**config.mk**
```make
export PLATFORM = sky130hd
export DESIGN_NAME = deadline_admission_scheduler
export DESIGN_NICKNAME = d
export VERILOG_FILES = /design/src/das_pkg.sv /design/src/deadline_admission_scheduler.sv /design/src/das_qcell.sv /design/src/das_slot.sv
export SDC_FILE = /design/constraint.sdc
export NUM_CORES = 2
export LEC_CHECK = 0
export BUFFER_PORTS_ARGS = -buffer_cell sky130_fd_sc_hd__buf_2
export CAP_MARGIN = 0
export CORE_MARGIN = 10
export CORE_UTILIZATION = 63
export DETAILED_ROUTE_END_ITERATION = 8
export HOLD_SLACK_MARGIN = 0.05
export PLACE_DENSITY_LB_ADDON = 0.25
export SYNTH_ARGS = -nofsm -noshare
export SYNTH_HDL_FRONTEND = slang
export SYNTH_SLANG_ARGS = --single-unit
```
**constraint.sdc**
```tcl
create_clock -name i_clk -period 12.8 [get_ports i_clk]
set_clock_uncertainty 0.15 [all_clocks]
set_input_delay 2.56 -clock i_clk [delete_from_list [all_inputs] [get_ports i_clk]]
set_output_delay 2.56 -clock i_clk [all_outputs]
set_load 0.05 [all_outputs]
```
**src/das_pkg.sv**
```systemverilog
// ----------------------------------------------------------------------------
// das_pkg: shared types and codes of the deadline admission scheduler
// Kind, rejection, event and stop codes, register indexes and the control
// and status bundles that pass between the top level and its cells.
// ----------------------------------------------------------------------------
package das_pkg;

    localparam int IdW   = 32;
    localparam int TimeW = 48;

    localparam logic [TimeW-1:0] TIME_NEVER = {TimeW{1'b1}};

    // request kinds
    localparam logic [2:0] KIND_ADMIT  = 3'd0;
    localparam logic [2:0] KIND_EXPIRE = 3'd1;
    localparam logic [2:0] KIND_START  = 3'd2;
    localparam logic [2:0] KIND_CANCEL = 3'd3;
    localparam logic [2:0] KIND_RETIRE = 3'd4;
    localparam logic [2:0] KIND_QUERY  = 3'd5;

    // rejection codes
    localparam logic [2:0] REJ_NONE      = 3'd0;
    localparam logic [2:0] REJ_INVALID   = 3'd1;
    localparam logic [2:0] REJ_DUPLICATE = 3'd2;
    localparam logic [2:0] REJ_CONTEXT   = 3'd3;
    localparam logic [2:0] REJ_FULL      = 3'd4;
    localparam logic [2:0] REJ_NOT_READY = 3'd5;
    localparam logic [2:0] REJ_DRAINING  = 3'd6;
    localparam logic [2:0] REJ_OVERFLOW  = 3'd7;

    // event codes
    localparam logic [2:0] EV_NONE        = 3'd0;
    localparam logic [2:0] EV_Q_EXPIRED   = 3'd1;
    localparam logic [2:0] EV_RUN_DEADLINE = 3'd2;
    localparam logic [2:0] EV_STARTED     = 3'd3;
    localparam logic [2:0] EV_Q_CANCELLED = 3'd4;
    localparam logic [2:0] EV_RUN_CANCEL  = 3'd5;

    // stop reasons
    localparam logic [1:0] STOP_NONE      = 2'd0;
    localparam logic [1:0] STOP_DEADLINE  = 2'd1;
    localparam logic [1:0] STOP_CANCELLED = 2'd2;

    // configuration register indexes
    localparam logic [1:0] REG_MAX_CONTEXT = 2'd0;
    localparam logic [1:0] REG_DEFAULT_DL  = 2'd1;
    localparam logic [1:0] REG_READY       = 2'd2;
    localparam logic [1:0] REG_DRAIN       = 2'd3;

    // one result record, counts and last are added at the output
    typedef struct packed {
        logic             accepted;
        logic             started;
        logic             slot_valid;
        logic [3:0]       slot;
        logic [2:0]       rejection;
        logic [IdW-1:0]   event_id;
        logic [2:0]       event_kind;
        logic             retired;
        logic [1:0]       stop_code;
    } t_rec;

    typedef struct packed {
        logic shift;
        logic load;
    } t_qctl;

    typedef struct packed {
        logic hit;
        logic due;
    } t_qsts;

    typedef struct packed {
        logic       fill;
        logic       stop_set;
        logic [1:0] stop_val;
        logic       free;
    } t_sctl;

    typedef struct packed {
        logic       busy;
        logic       hit;
        logic       due;
        logic [1:0] stop;
    } t_ssts;

endpackage

```
**src/deadline_admission_scheduler.sv**
```systemverilog
// ----------------------------------------------------------------------------
// deadline_admission_scheduler: admission control with wait queue and slots
// Requests enter on the slave stream (kind in tuser, fields in tdata); each
// gives one or more result records on the master stream, the final one with
// tlast set. Configuration is a plain write port, used while idle.
//
// One request at a time. After its transfer an admit, cancel, retire or
// query request passes through the execute state. Expire and start ready
// first drop due queue entries in the drop state; expire then marks slots
// whose deadline has passed, and start ready moves queue heads into free
// slots. Results then go out one per cycle while the receiver takes them;
// a stalled receiver holds the current record and the block accepts no new
// request until the last record is taken. The expiry scan is the queue cell
// chain, which removes one entry a cycle and compacts by shifting every
// higher cell down one place.
// Reset empties the queue and all slots and restores the register defaults.
// ----------------------------------------------------------------------------
module deadline_admission_scheduler #(
    parameter int WAIT_DEPTH = 8,
    parameter int SLOT_COUNT = 4
) (
    input  logic         i_clk,
    input  logic         i_rst_n,
    // request_id[31:0] now_time[79:32] prompt_len[99:80] output_len[119:100]
    // deadline_len[151:120]
    input  logic [151:0] i_s_tdata,
    // kind[2:0]
    input  logic [2:0]   i_s_tuser,
    input  logic         i_s_tvalid,
    output logic         o_s_tready,
    // accepted[0] started[1] slot_valid[2] slot[6:3] rejection[9:7]
    // event_id[41:10] event_kind[44:42] retired[45] stop_code[47:46]
    // running_count[52:48] queued_count[58:53]
    output logic [63:0]  o_m_tdata,
    output logic         o_m_tlast,
    output logic         o_m_tvalid,
    input  logic         i_m_tready,
    input  logic         i_cfg_we,
    input  logic [1:0]   i_cfg_addr,
    input  logic [31:0]  i_cfg_wdata
);
    import das_pkg::*;

    localparam int QW   = (WAIT_DEPTH > 1) ? $clog2(WAIT_DEPTH) : 1;
    localparam int FW   = $clog2(WAIT_DEPTH + 1);
    localparam int SW   = (SLOT_COUNT > 1) ? $clog2(SLOT_COUNT) : 1;
    localparam int RW   = $clog2(SLOT_COUNT + 1);
    localparam int NMAX = WAIT_DEPTH + SLOT_COUNT;
    localparam int BW   = $clog2(NMAX);
    localparam int NW   = $clog2(NMAX + 1);

    localparam logic [2:0] ST_IDLE  = 3'd0;
    localparam logic [2:0] ST_EXEC  = 3'd1;
    localparam logic [2:0] ST_QDROP = 3'd2;
    localparam logic [2:0] ST_SDEAD = 3'd3;
    localparam logic [2:0] ST_START = 3'd4;
    localparam logic [2:0] ST_OUT   = 3'd5;

    // configuration
    logic [20:0] r_max_ctx;
    logic [31:0] r_def_dl;
    logic        r_ready;
    logic        r_drain;

    // captured request
    logic [2:0]       r_kind;
    logic [IdW-1:0]   r_id;
    logic [TimeW-1:0] r_now;
    logic [19:0]      r_plen;
    logic [19:0]      r_olen;
    logic [31:0]      r_dlen;

    logic [2:0]    r_state, n_state;
    logic [FW-1:0] r_fill, n_fill;
    logic [RW-1:0] r_run, n_run;
    logic [NW-1:0] r_n, n_n;
    logic [NW-1:0] r_rd, n_rd;
    t_rec          r_buf [NMAX];

    // queue cell chain
    t_qctl            q_ctl [WAIT_DEPTH];
    t_qsts            q_sts [WAIT_DEPTH];
    logic [IdW-1:0]   q_id  [WAIT_DEPTH];
    logic [TimeW-1:0] q_exp [WAIT_DEPTH];

    // slot row
    t_sctl          s_ctl [SLOT_COUNT];
    t_ssts          s_sts [SLOT_COUNT];
    logic [IdW-1:0] s_id  [SLOT_COUNT];

    // control from the sequencer
    logic             wr_en;
    t_rec             wr_rec;
    logic             rm_en;
    logic [QW-1:0]    rm_idx;
    logic             push;
    logic [TimeW-1:0] ld_exp;
    logic [IdW-1:0]   ld_id;
    logic             sf_en;
    logic [SW-1:0]    sf_idx;
    logic             ss_en;
    logic [SW-1:0]    ss_idx;
    logic [1:0]       ss_val;
    logic             sr_en;
    logic [SW-1:0]    sr_idx;

    // scan results
    logic          qdue_any, qhit_any;
    logic [QW-1:0] qdue_idx, qhit_idx;
    logic          free_any, hit_any, sdue_any;
    logic [SW-1:0] free_idx, hit_idx, sdue_idx;

    // admit checks
    logic [20:0]      ctx_sum;
    logic [31:0]      dur;
    logic [TimeW-1:0] dur_lim;
    logic [TimeW-1:0] adm_exp;
    logic             adm_start;
    logic             adm_push;
    logic [2:0]       adm_rej;

    t_rec out_rec;
    logic out_last;

    always_ff @(posedge i_clk) begin
        if (!i_rst_n) begin
            r_max_ctx <= 21'h1FFFFF;
            r_def_dl  <= '0;
            r_ready   <= 1'b0;
            r_drain   <= 1'b0;
        end else if (i_cfg_we) begin
            unique case (i_cfg_addr)
                REG_MAX_CONTEXT: r_max_ctx <= i_cfg_wdata[20:0];
                REG_DEFAULT_DL:  r_def_dl  <= i_cfg_wdata;
                REG_READY:       r_ready   <= i_cfg_wdata[0];
                REG_DRAIN:       r_drain   <= i_cfg_wdata[0];
            endcase
        end
    end

    always_ff @(posedge i_clk) begin
        if (i_s_tvalid && o_s_tready) begin
            r_kind <= i_s_tuser;
            r_id   <= i_s_tdata[31:0];
            r_now  <= i_s_tdata[79:32];
            r_plen <= i_s_tdata[99:80];
            r_olen <= i_s_tdata[119:100];
            r_dlen <= i_s_tdata[151:120];
        end
    end

    genvar gi;
    generate
        for (gi = 0; gi < WAIT_DEPTH; gi++) begin : g_q
            logic [IdW-1:0]   nxt_id;
            logic [TimeW-1:0] nxt_exp;
            if (gi == WAIT_DEPTH - 1) begin : g_end
                assign nxt_id  = q_id[gi];
                assign nxt_exp = q_exp[gi];
            end else begin : g_mid
                assign nxt_id  = q_id[gi+1];
                assign nxt_exp = q_exp[gi+1];
            end
            assign q_ctl[gi].shift = rm_en && (QW'(gi) >= rm_idx);
            assign q_ctl[gi].load  = push && (QW'(gi) == r_fill[QW-1:0]);
            das_qcell u_cell (
                .i_clk      (i_clk),
                .i_ctl      (q_ctl[gi]),
                .i_load_id  (r_id),
                .i_load_exp (adm_exp),
                .i_next_id  (nxt_id),
                .i_next_exp (nxt_exp),
                .i_key_id   (r_id),
                .i_now      (r_now),
                .o_id       (q_id[gi]),
                .o_exp      (q_exp[gi]),
                .o_sts      (q_sts[gi])
            );
        end
        for (gi = 0; gi < SLOT_COUNT; gi++) begin : g_s
            assign s_ctl[gi].fill     = sf_en && (sf_idx == SW'(gi));
            assign s_ctl[gi].stop_set = ss_en && (ss_idx == SW'(gi));
            assign s_ctl[gi].stop_val = ss_val;
            assign s_ctl[gi].free     = sr_en && (sr_idx == SW'(gi));
            das_slot u_slot (
                .i_clk      (i_clk),
                .i_rst_n    (i_rst_n),
                .i_ctl      (s_ctl[gi]),
                .i_load_id  (ld_id),
                .i_load_exp (ld_exp),
                .i_key_id   (r_id),
                .i_now      (r_now),
                .o_id       (s_id[gi]),
                .o_sts      (s_sts[gi])
            );
        end
    endgenerate

    // lowest matching entry of each kind
    always_comb begin
        qdue_any = 1'b0;
        qdue_idx = '0;
        qhit_any = 1'b0;
        qhit_idx = '0;
        for (int i = WAIT_DEPTH - 1; i >= 0; i--) begin
            if (q_sts[i].due && (FW'(i) < r_fill)) begin
                qdue_any = 1'b1;
                qdue_idx = QW'(i);
            end
            if (q_sts[i].hit && (FW'(i) < r_fill)) begin
                qhit_any = 1'b1;
                qhit_idx = QW'(i);
            end
        end
    end

    always_comb begin
        free_any = 1'b0;
        free_idx = '0;
        hit_any  = 1'b0;
        hit_idx  = '0;
        sdue_any = 1'b0;
        sdue_idx = '0;
        for (int i = SLOT_COUNT - 1; i >= 0; i--) begin
            if (!s_sts[i].busy) begin
                free_any = 1'b1;
                free_idx = SW'(i);
            end
            if (s_sts[i].hit) begin
                hit_any = 1'b1;
                hit_idx = SW'(i);
            end
            if (s_sts[i].due) begin
                sdue_any = 1'b1;
                sdue_idx = SW'(i);
            end
        end
    end

    always_comb begin
        ctx_sum   = {1'b0, r_plen} + {1'b0, r_olen};
        dur       = (r_dlen != '0) ? r_dlen : r_def_dl;
        dur_lim   = TIME_NEVER - TimeW'(dur);
        adm_exp   = (dur == '0) ? TIME_NEVER : r_now + TimeW'(dur);
        adm_start = 1'b0;
        adm_push  = 1'b0;
        if (!r_ready) begin
            adm_rej = REJ_NOT_READY;
        end else if (r_drain) begin
            adm_rej = REJ_DRAINING;
        end else if (r_id == '0) begin
            adm_rej = REJ_INVALID;
        end else if (qhit_any || hit_any) begin
            adm_rej = REJ_DUPLICATE;
        end else if (ctx_sum > r_max_ctx) begin
            adm_rej = REJ_CONTEXT;
        end else if ((dur != '0) && (r_now > dur_lim)) begin
            adm_rej = REJ_OVERFLOW;
        end else if ((r_fill == '0) && free_any) begin
            adm_rej   = REJ_NONE;
            adm_start = 1'b1;
        end else if (r_fill >= FW'(WAIT_DEPTH)) begin
            adm_rej = REJ_FULL;
        end else begin
            adm_rej  = REJ_NONE;
            adm_push = 1'b1;
        end
    end

    always_comb begin
        n_state = r_state;
        n_fill  = r_fill;
        n_run   = r_run;
        n_rd    = r_rd;
        n_n     = r_n;
        wr_en   = 1'b0;
        wr_rec  = '0;
        rm_en   = 1'b0;
        rm_idx  = '0;
        push    = 1'b0;
        ld_id   = r_id;
        ld_exp  = adm_exp;
        sf_en   = 1'b0;
        sf_idx  = free_idx;
        ss_en   = 1'b0;
        ss_idx  = '0;
        ss_val  = STOP_NONE;
        sr_en   = 1'b0;
        sr_idx  = hit_idx;
        unique case (r_state)
            ST_IDLE: begin
                if (i_s_tvalid) begin
                    n_n  = '0;
                    n_rd = '0;
                    if (i_s_tuser == KIND_EXPIRE || i_s_tuser == KIND_START) begin
                        n_state = ST_QDROP;
                    end else begin
                        n_state = ST_EXEC;
                    end
                end
            end
            ST_EXEC: begin
                n_state = ST_OUT;
                priority case (r_kind)
                    KIND_ADMIT: begin
                        wr_en             = 1'b1;
                        wr_rec.rejection  = adm_rej;
                        wr_rec.accepted   = adm_start || adm_push;
                        wr_rec.started    = adm_start;
                        wr_rec.slot_valid = adm_start;
                        wr_rec.slot       = adm_start ? 4'(free_idx) : 4'd0;
                        if (adm_start) begin
                            sf_en = 1'b1;
                            n_run = r_run + RW'(1);
                        end
                        if (adm_push) begin
                            push   = 1'b1;
                            n_fill = r_fill + FW'(1);
                        end
                    end
                    KIND_CANCEL: begin
                        if (qhit_any) begin
                            rm_en             = 1'b1;
                            rm_idx            = qhit_idx;
                            n_fill            = r_fill - FW'(1);
                            wr_en             = 1'b1;
                            wr_rec.event_id   = r_id;
                            wr_rec.event_kind = EV_Q_CANCELLED;
                        end else if (hit_any && s_sts[hit_idx].stop == STOP_NONE) begin
                            ss_en             = 1'b1;
                            ss_idx            = hit_idx;
                            ss_val            = STOP_CANCELLED;
                            wr_en             = 1'b1;
                            wr_rec.event_id   = r_id;
                            wr_rec.event_kind = EV_RUN_CANCEL;
                            wr_rec.slot_valid = 1'b1;
                            wr_rec.slot       = 4'(hit_idx);
                        end
                    end
                    KIND_RETIRE: begin
                        wr_en          = 1'b1;
                        wr_rec.retired = hit_any;
                        if (hit_any) begin
                            sr_en = 1'b1;
                            n_run = r_run - RW'(1);
                        end
                    end
                    KIND_QUERY: begin
                        wr_en            = 1'b1;
                        wr_rec.stop_code = hit_any ? s_sts[hit_idx].stop : STOP_NONE;
                    end
                    default: begin
                    end
                endcase
            end
            ST_QDROP: begin
                if (qdue_any) begin
                    rm_en             = 1'b1;
                    rm_idx            = qdue_idx;
                    n_fill            = r_fill - FW'(1);
                    wr_en             = 1'b1;
                    wr_rec.event_id   = q_id[qdue_idx];
                    wr_rec.event_kind = EV_Q_EXPIRED;
                end else if (r_kind == KIND_EXPIRE) begin
                    n_state = ST_SDEAD;
                end else begin
                    n_state = ST_START;
                end
            end
            ST_SDEAD: begin
                if (sdue_any) begin
                    ss_en             = 1'b1;
                    ss_idx            = sdue_idx;
                    ss_val            = STOP_DEADLINE;
                    wr_en             = 1'b1;
                    wr_rec.event_id   = s_id[sdue_idx];
                    wr_rec.event_kind = EV_RUN_DEADLINE;
                    wr_rec.slot_valid = 1'b1;
                    wr_rec.slot       = 4'(sdue_idx);
                end else begin
                    n_state = ST_OUT;
                end
            end
            ST_START: begin
                if ((r_fill != '0) && free_any) begin
                    // head of the queue moves into the lowest free slot
                    ld_id             = q_id[0];
                    ld_exp            = q_exp[0];
                    sf_en             = 1'b1;
                    n_run             = r_run + RW'(1);
                    rm_en             = 1'b1;
                    n_fill            = r_fill - FW'(1);
                    wr_en             = 1'b1;
                    wr_rec.event_id   = q_id[0];
                    wr_rec.event_kind = EV_STARTED;
                    wr_rec.slot_valid = 1'b1;
                    wr_rec.slot       = 4'(free_idx);
                end else begin
                    n_state = ST_OUT;
                end
            end
            ST_OUT: begin
                if (i_m_tready) begin
                    if (out_last) begin
                        n_state = ST_IDLE;
                    end else begin
                        n_rd = r_rd + NW'(1);
                    end
                end
            end
            default: begin
                n_state = ST_IDLE;
            end
        endcase
        // events past the buffer still act but are not reported
        if (wr_en && (r_n < NW'(NMAX))) begin
            n_n = r_n + NW'(1);
        end
    end

    always_ff @(posedge i_clk) begin
        if (!i_rst_n) begin
            r_state <= ST_IDLE;
            r_fill  <= '0;
            r_run   <= '0;
            r_n     <= '0;
            r_rd    <= '0;
        end else begin
            r_state <= n_state;
            r_fill  <= n_fill;
            r_run   <= n_run;
            r_n     <= n_n;
            r_rd    <= n_rd;
        end
    end

    always_ff @(posedge i_clk) begin
        if (wr_en && (r_n < NW'(NMAX))) begin
            r_buf[r_n[BW-1:0]] <= wr_rec;
        end
    end

    // no record at all gives a single empty record
    assign out_rec  = (r_n == '0) ? '0 : r_buf[r_rd[BW-1:0]];
    assign out_last = (r_n == '0) || (r_rd == r_n - NW'(1));

    assign o_s_tready = (r_state == ST_IDLE);
    assign o_m_tvalid = (r_state == ST_OUT);
    assign o_m_tlast  = out_last;
    assign o_m_tdata  = {5'd0, 6'(r_fill), 5'(r_run), out_rec.stop_code,
                         out_rec.retired, out_rec.event_kind, out_rec.event_id,
                         out_rec.rejection, out_rec.slot, out_rec.slot_valid,
                         out_rec.started, out_rec.accepted};

endmodule

```
**src/das_qcell.sv**
```systemverilog
// ----------------------------------------------------------------------------
// das_qcell: one wait queue entry
// Holds an id and expiry, loads a new entry or takes its upper neighbor's
// entry when the queue compacts, and flags id match and timeout.
// ----------------------------------------------------------------------------
module das_qcell (
    input  logic                          i_clk,
    input  das_pkg::t_qctl                i_ctl,
    input  logic [das_pkg::IdW-1:0]       i_load_id,
    input  logic [das_pkg::TimeW-1:0]     i_load_exp,
    input  logic [das_pkg::IdW-1:0]       i_next_id,
    input  logic [das_pkg::TimeW-1:0]     i_next_exp,
    input  logic [das_pkg::IdW-1:0]       i_key_id,
    input  logic [das_pkg::TimeW-1:0]     i_now,
    output logic [das_pkg::IdW-1:0]       o_id,
    output logic [das_pkg::TimeW-1:0]     o_exp,
    output das_pkg::t_qsts                o_sts
);
    import das_pkg::*;

    logic [IdW-1:0]   r_id;
    logic [TimeW-1:0] r_exp;

    always_ff @(posedge i_clk) begin
        if (i_ctl.load) begin
            r_id  <= i_load_id;
            r_exp <= i_load_exp;
        end else if (i_ctl.shift) begin
            r_id  <= i_next_id;
            r_exp <= i_next_exp;
        end
    end

    assign o_id      = r_id;
    assign o_exp     = r_exp;
    assign o_sts.hit = (r_id == i_key_id);
    assign o_sts.due = (r_exp != TIME_NEVER) && (r_exp <= i_now);

endmodule

```
**src/das_slot.sv**
```systemverilog
// ----------------------------------------------------------------------------
// das_slot: one run slot
// Busy flag, id, expiry and stop reason of a running request, with id match
// and a flag for a deadline that has passed and is not yet marked.
// ----------------------------------------------------------------------------
module das_slot (
    input  logic                          i_clk,
    input  logic                          i_rst_n,
    input  das_pkg::t_sctl                i_ctl,
    input  logic [das_pkg::IdW-1:0]       i_load_id,
    input  logic [das_pkg::TimeW-1:0]     i_load_exp,
    input  logic [das_pkg::IdW-1:0]       i_key_id,
    input  logic [das_pkg::TimeW-1:0]     i_now,
    output logic [das_pkg::IdW-1:0]       o_id,
    output das_pkg::t_ssts                o_sts
);
    import das_pkg::*;

    logic             r_busy;
    logic [1:0]       r_stop;
    logic [IdW-1:0]   r_id;
    logic [TimeW-1:0] r_exp;

    always_ff @(posedge i_clk) begin
        if (!i_rst_n) begin
            r_busy <= 1'b0;
            r_stop <= STOP_NONE;
        end else if (i_ctl.fill) begin
            r_busy <= 1'b1;
            r_stop <= STOP_NONE;
        end else if (i_ctl.free) begin
            r_busy <= 1'b0;
            r_stop <= STOP_NONE;
        end else if (i_ctl.stop_set) begin
            r_stop <= i_ctl.stop_val;
        end
    end

    always_ff @(posedge i_clk) begin
        if (i_ctl.fill) begin
            r_id  <= i_load_id;
            r_exp <= i_load_exp;
        end
    end

    assign o_id       = r_id;
    assign o_sts.busy = r_busy;
    assign o_sts.stop = r_stop;
    assign o_sts.hit  = r_busy && (r_id == i_key_id);
    assign o_sts.due  = r_busy && (r_stop == STOP_NONE) && (r_exp != TIME_NEVER)
                        && (r_exp <= i_now);

endmodule

```
==> metrics.md <==
| Metric | Value |
|---|---|
| Hold Violations, Final | `0` |
| WL/cell | `30.4 µm` |
| Seq cells post-synth | `1756` |
| Clock sink count | `1756` |
| VDD IR max | `0.160 mV` |
| Detailed Route WL | `300 mm` |
| PostCTS Resize Cnt | `0` |
| Synth area leader | `edfxtp_1` |
| Die height | `403 µm` |
| CTS tree | `built` |
| DP Wirelength | `214 mm` |
| Critical path type | `reg2reg` |
| Fin area | `102000 µm²` |
| Number of synthesized flops with an enable pin | `1667` |
| Share of Yosys cell area claimed by the top area cell type | `0.541` |
| Inserted Clock Buffers | `183` |
| Largest cells by area after synthesis | `edfxtp_1 54%, ha_1 9.0%, mux4_2 3.4%` |
| Synth warn | `0` |
| Post-Syn Area | `92500 µm²` |
| Initial antenna violation count | `17` |
| Die area | `163000 µm²` |
| Final non-filler cell total | `9858` |
| CTS root buf | `clkbuf_16` |
| Avg Cell Area, Syn | `12.3 µm²` |
| Initial core utilization | `0.635` |
| Tot Pwr | `0.0203 W` |
| Slew Limit Fails | `0` |
| Tmin final | `9.08 ns` |
| CP required | `13.10 ns` |
| Fin util | `0.702` |
| Critical path endpoint category | `flop` |
| Total GRT Usage | `0.359` |
| Via count | `68300` |
| Status | `finished clean` |
| CTS Hold Bufs | `0` |
| Pre-Repair DR Iteration Count | `7` |
| P per Cell Area | `198 nW/µm²` |
| Largest net degree at the start of global routing | `126` |
| Post-DRT Antenna Nets | `0` |
| Slew @ Worst Pin | `1.46 ns` |
| Fraction of layout cells with a size suffix above 1 | `0.135` |
| Nets | `8639` |
| Setup repair after global routing missed its margin | `no` |
| Period utilization | `0.709` |
| Leak Pwr | `37.4 nW` |
| Ports | `261` |
| Hold Crit Class | `reg2reg` |
| CTS clk-pin slew, worst paths | `0.06 ns` |
| Setup TNS Final | `0 ns` |
| Routability Congestion | `1.01` |
| CP Max Fanout | `49` |
| Max_cap viols | `0` |
| Via density per instance | `6.93` |
| Postcts setup bufs | `0` |
| Layout overhead on the synthesized area | `10.6%` |
| Number of port buffers | `249` |
| Worst skew pair latency | `0.86 ns` |
| Initial DRC Count | `8832` |
| Mapped Cells | `7514` |
| Worst slew margin | `0.0216` |
| Worst path arrival time | `9.38 ns` |
| Floorplan core area | `146000 µm²` |
| Vias in the first global route | `66200` |
| Most used DFF post-synth | `edfxtp_1` |
| Max Root-Sink Buffers | `3` |
| Final setup fails | `0` |
| F_max | `110 MHz` |
| Placed inst area | `96000 µm²` |
| First-pass GRT wire length | `436 mm` |
| Unique masters post-synth | `85` |
| Inst Count DP | `9509` |
| Startpoint Class | `flop` |
| Row Count | `140` |
| GRT overflow | `0` |
| H-Tree Depth | `4` |
| Post-route DRC violation count | `0` |
| Ys async rst share | `0` |
| Seq/Total Area, Yosys | `0.561` |
| DIE WIDTH | `403 µm` |
==> cells by family after synthesis <==
family                   Yosys count  synth area share
AND/OR/NAND/NOR                 2064             0.107
XOR/XNOR                         454            0.0430
adder cells (fa/ha/maj)          668            0.0905
multiplexers                     505            0.0754
buffers and inverters            563            0.0268
flip-flops                      1756             0.561
other                              1         0.0000405
AO/OA/AOI/OAI                   1503            0.0967
==> flip-flops by register name, summed over array words and instances (netlist names), 20 cells and up, named ones only <==
signal	flops
r_now	48
r_plen	20
r_def_dl	32
r_max_ctx	21
r_buf	552
r_olen	20
g_q.u_cell.o_id	256
r_dlen	32
g_s.u_slot.o_id	128
g_s.u_slot.r_exp	192
g_q.u_cell.o_exp	384
r_id	32
==> worst max-delay path, cell delays in order (launching register included) <==
cell and delay [ns]:
edfxtp_1 0.40, ha_1 0.31, a21o_1 0.18, a21oi_1 0.20
nand2b_1 0.13, a21boi_0 0.11, o41ai_1 0.69, o211ai_1 0.25
nand3_1 0.13, nand3_1 0.10, or4_1 0.43, a2111o_1 0.38
o211ai_1 0.11, ha_1 0.17, nand4_1 0.09, or2_2 0.32
nor4_1 0.37, or3_1 0.18, o21ai_0 0.09, a21oi_1 0.88
buf_4 0.30, nand4_1 0.18, nor3_2 0.30, buf_4 0.32
and2_4 0.60, a31o_4 0.59, buf_4 0.65
==> through the flow <==
| step | hold WS, ns | setup slack (ns) |
|---|---|---|
| floorplan | 0.271 | 2.89 |
| global placement | 0.312 | 4.05 |
| detailed placement | 0.321 | 3.88 |
| CTS | 0.330 | 3.85 |
| global route | 0.345 | 3.40 |
| finish | 0.334 | 3.72 |
==> final timing paths <==
kind,slack (ns),to,cells past startpoint,start
worst max-delay path,3.72,g_q[0].u_cell.o_exp[20],26,r_plen[1]
worst max register to register,3.72,g_q[0].u_cell.o_exp[20],26,r_plen[1]
worst min register to register,0.33,r_def_dl[18],2,r_def_dl[18]
worst min-delay path,0.33,r_def_dl[18],2,r_def_dl[18]
==> routing by layer <==
metal | global-route usage | vias to the layer above | wire length [µm]
met1 | 0.460 | 33200 | 108000
li1 | - | 29300 | -
met5 | 0 | - | 288
met4 | 0.180 | 22 | 18100
met3 | 0.100 | 1032 | 38000
met2 | 0.563 | 4755 | 135000
==> final cells by class <==
class	instances	area (µm²)
sequential	1756	51900
fill	10200	43400
multi-input combinational	5205	38500
clock buffer	220	4810
timing repair buffer	411	2470
tap	1917	2400
clock inverter	124	1490
inverter	220	831
antenna	5	12.5
==> cells in the mapped netlist (14+ instances only) <==
cell type  number
edfxtp_1     1667
ha_1          666
nand2_1       594
a21oi_1       590
nor2_1        577
o21ai_0       409
nand4_1       334
xor2_1        236
inv_1         219
xnor2_1       218
mux2i_1       214
nor4_1        163
mux2_2        153
clkbuf_1      144
mux4_2        138
buf_2         134
a21o_1        113
nand3_1       105
dfxtp_1        89
nor3_1         79
o211ai_1       77
a211oi_1       61
a31oi_1        46
buf_4          40
o221ai_1       37
and2_1         28
nor2b_1        28
or2_2          28
o21a_1         27
nand2b_1       26
and3_1         25
a221oi_1       20
buf_1          19
and4_1         17
or3_1          14
==> cells in the final DEF, fill, tap and decap left out, types with 26 or more instances in the layout <==
master,synthesis,routed
inv_1,219,217
clkbuf_16,0,184
o211ai_1,77,77
nand2_1,594,594
clkbuf_1,144,29
o21ai_0,409,409
clkinv_1,1,36
ha_1,666,666
mux2_2,153,153
nor3_1,79,76
nand4_1,334,334
dfxtp_1,89,85
mux2i_1,214,214
buf_4,40,161
nand3_1,105,101
mux4_2,138,138
edfxtp_1,1667,1667
nor2b_1,28,28
nor4_1,163,161
a31oi_1,46,46
buf_2,134,249
xnor2_1,218,218
xor2_1,236,236
nor2_1,577,573
o21a_1,27,27
o221ai_1,37,37
a211oi_1,61,60
clkinv_2,0,39
or2_2,28,27
nand2b_1,26,26
a21o_1,113,111
a21oi_1,590,588
==> power by group <==
group          switching (W)  internal [W]
clock                0.00241       0.00318
sequential          0.000547       0.00737
combinational        0.00458       0.00222
total                0.00754        0.0128
(Power assumes the default switching activity.)
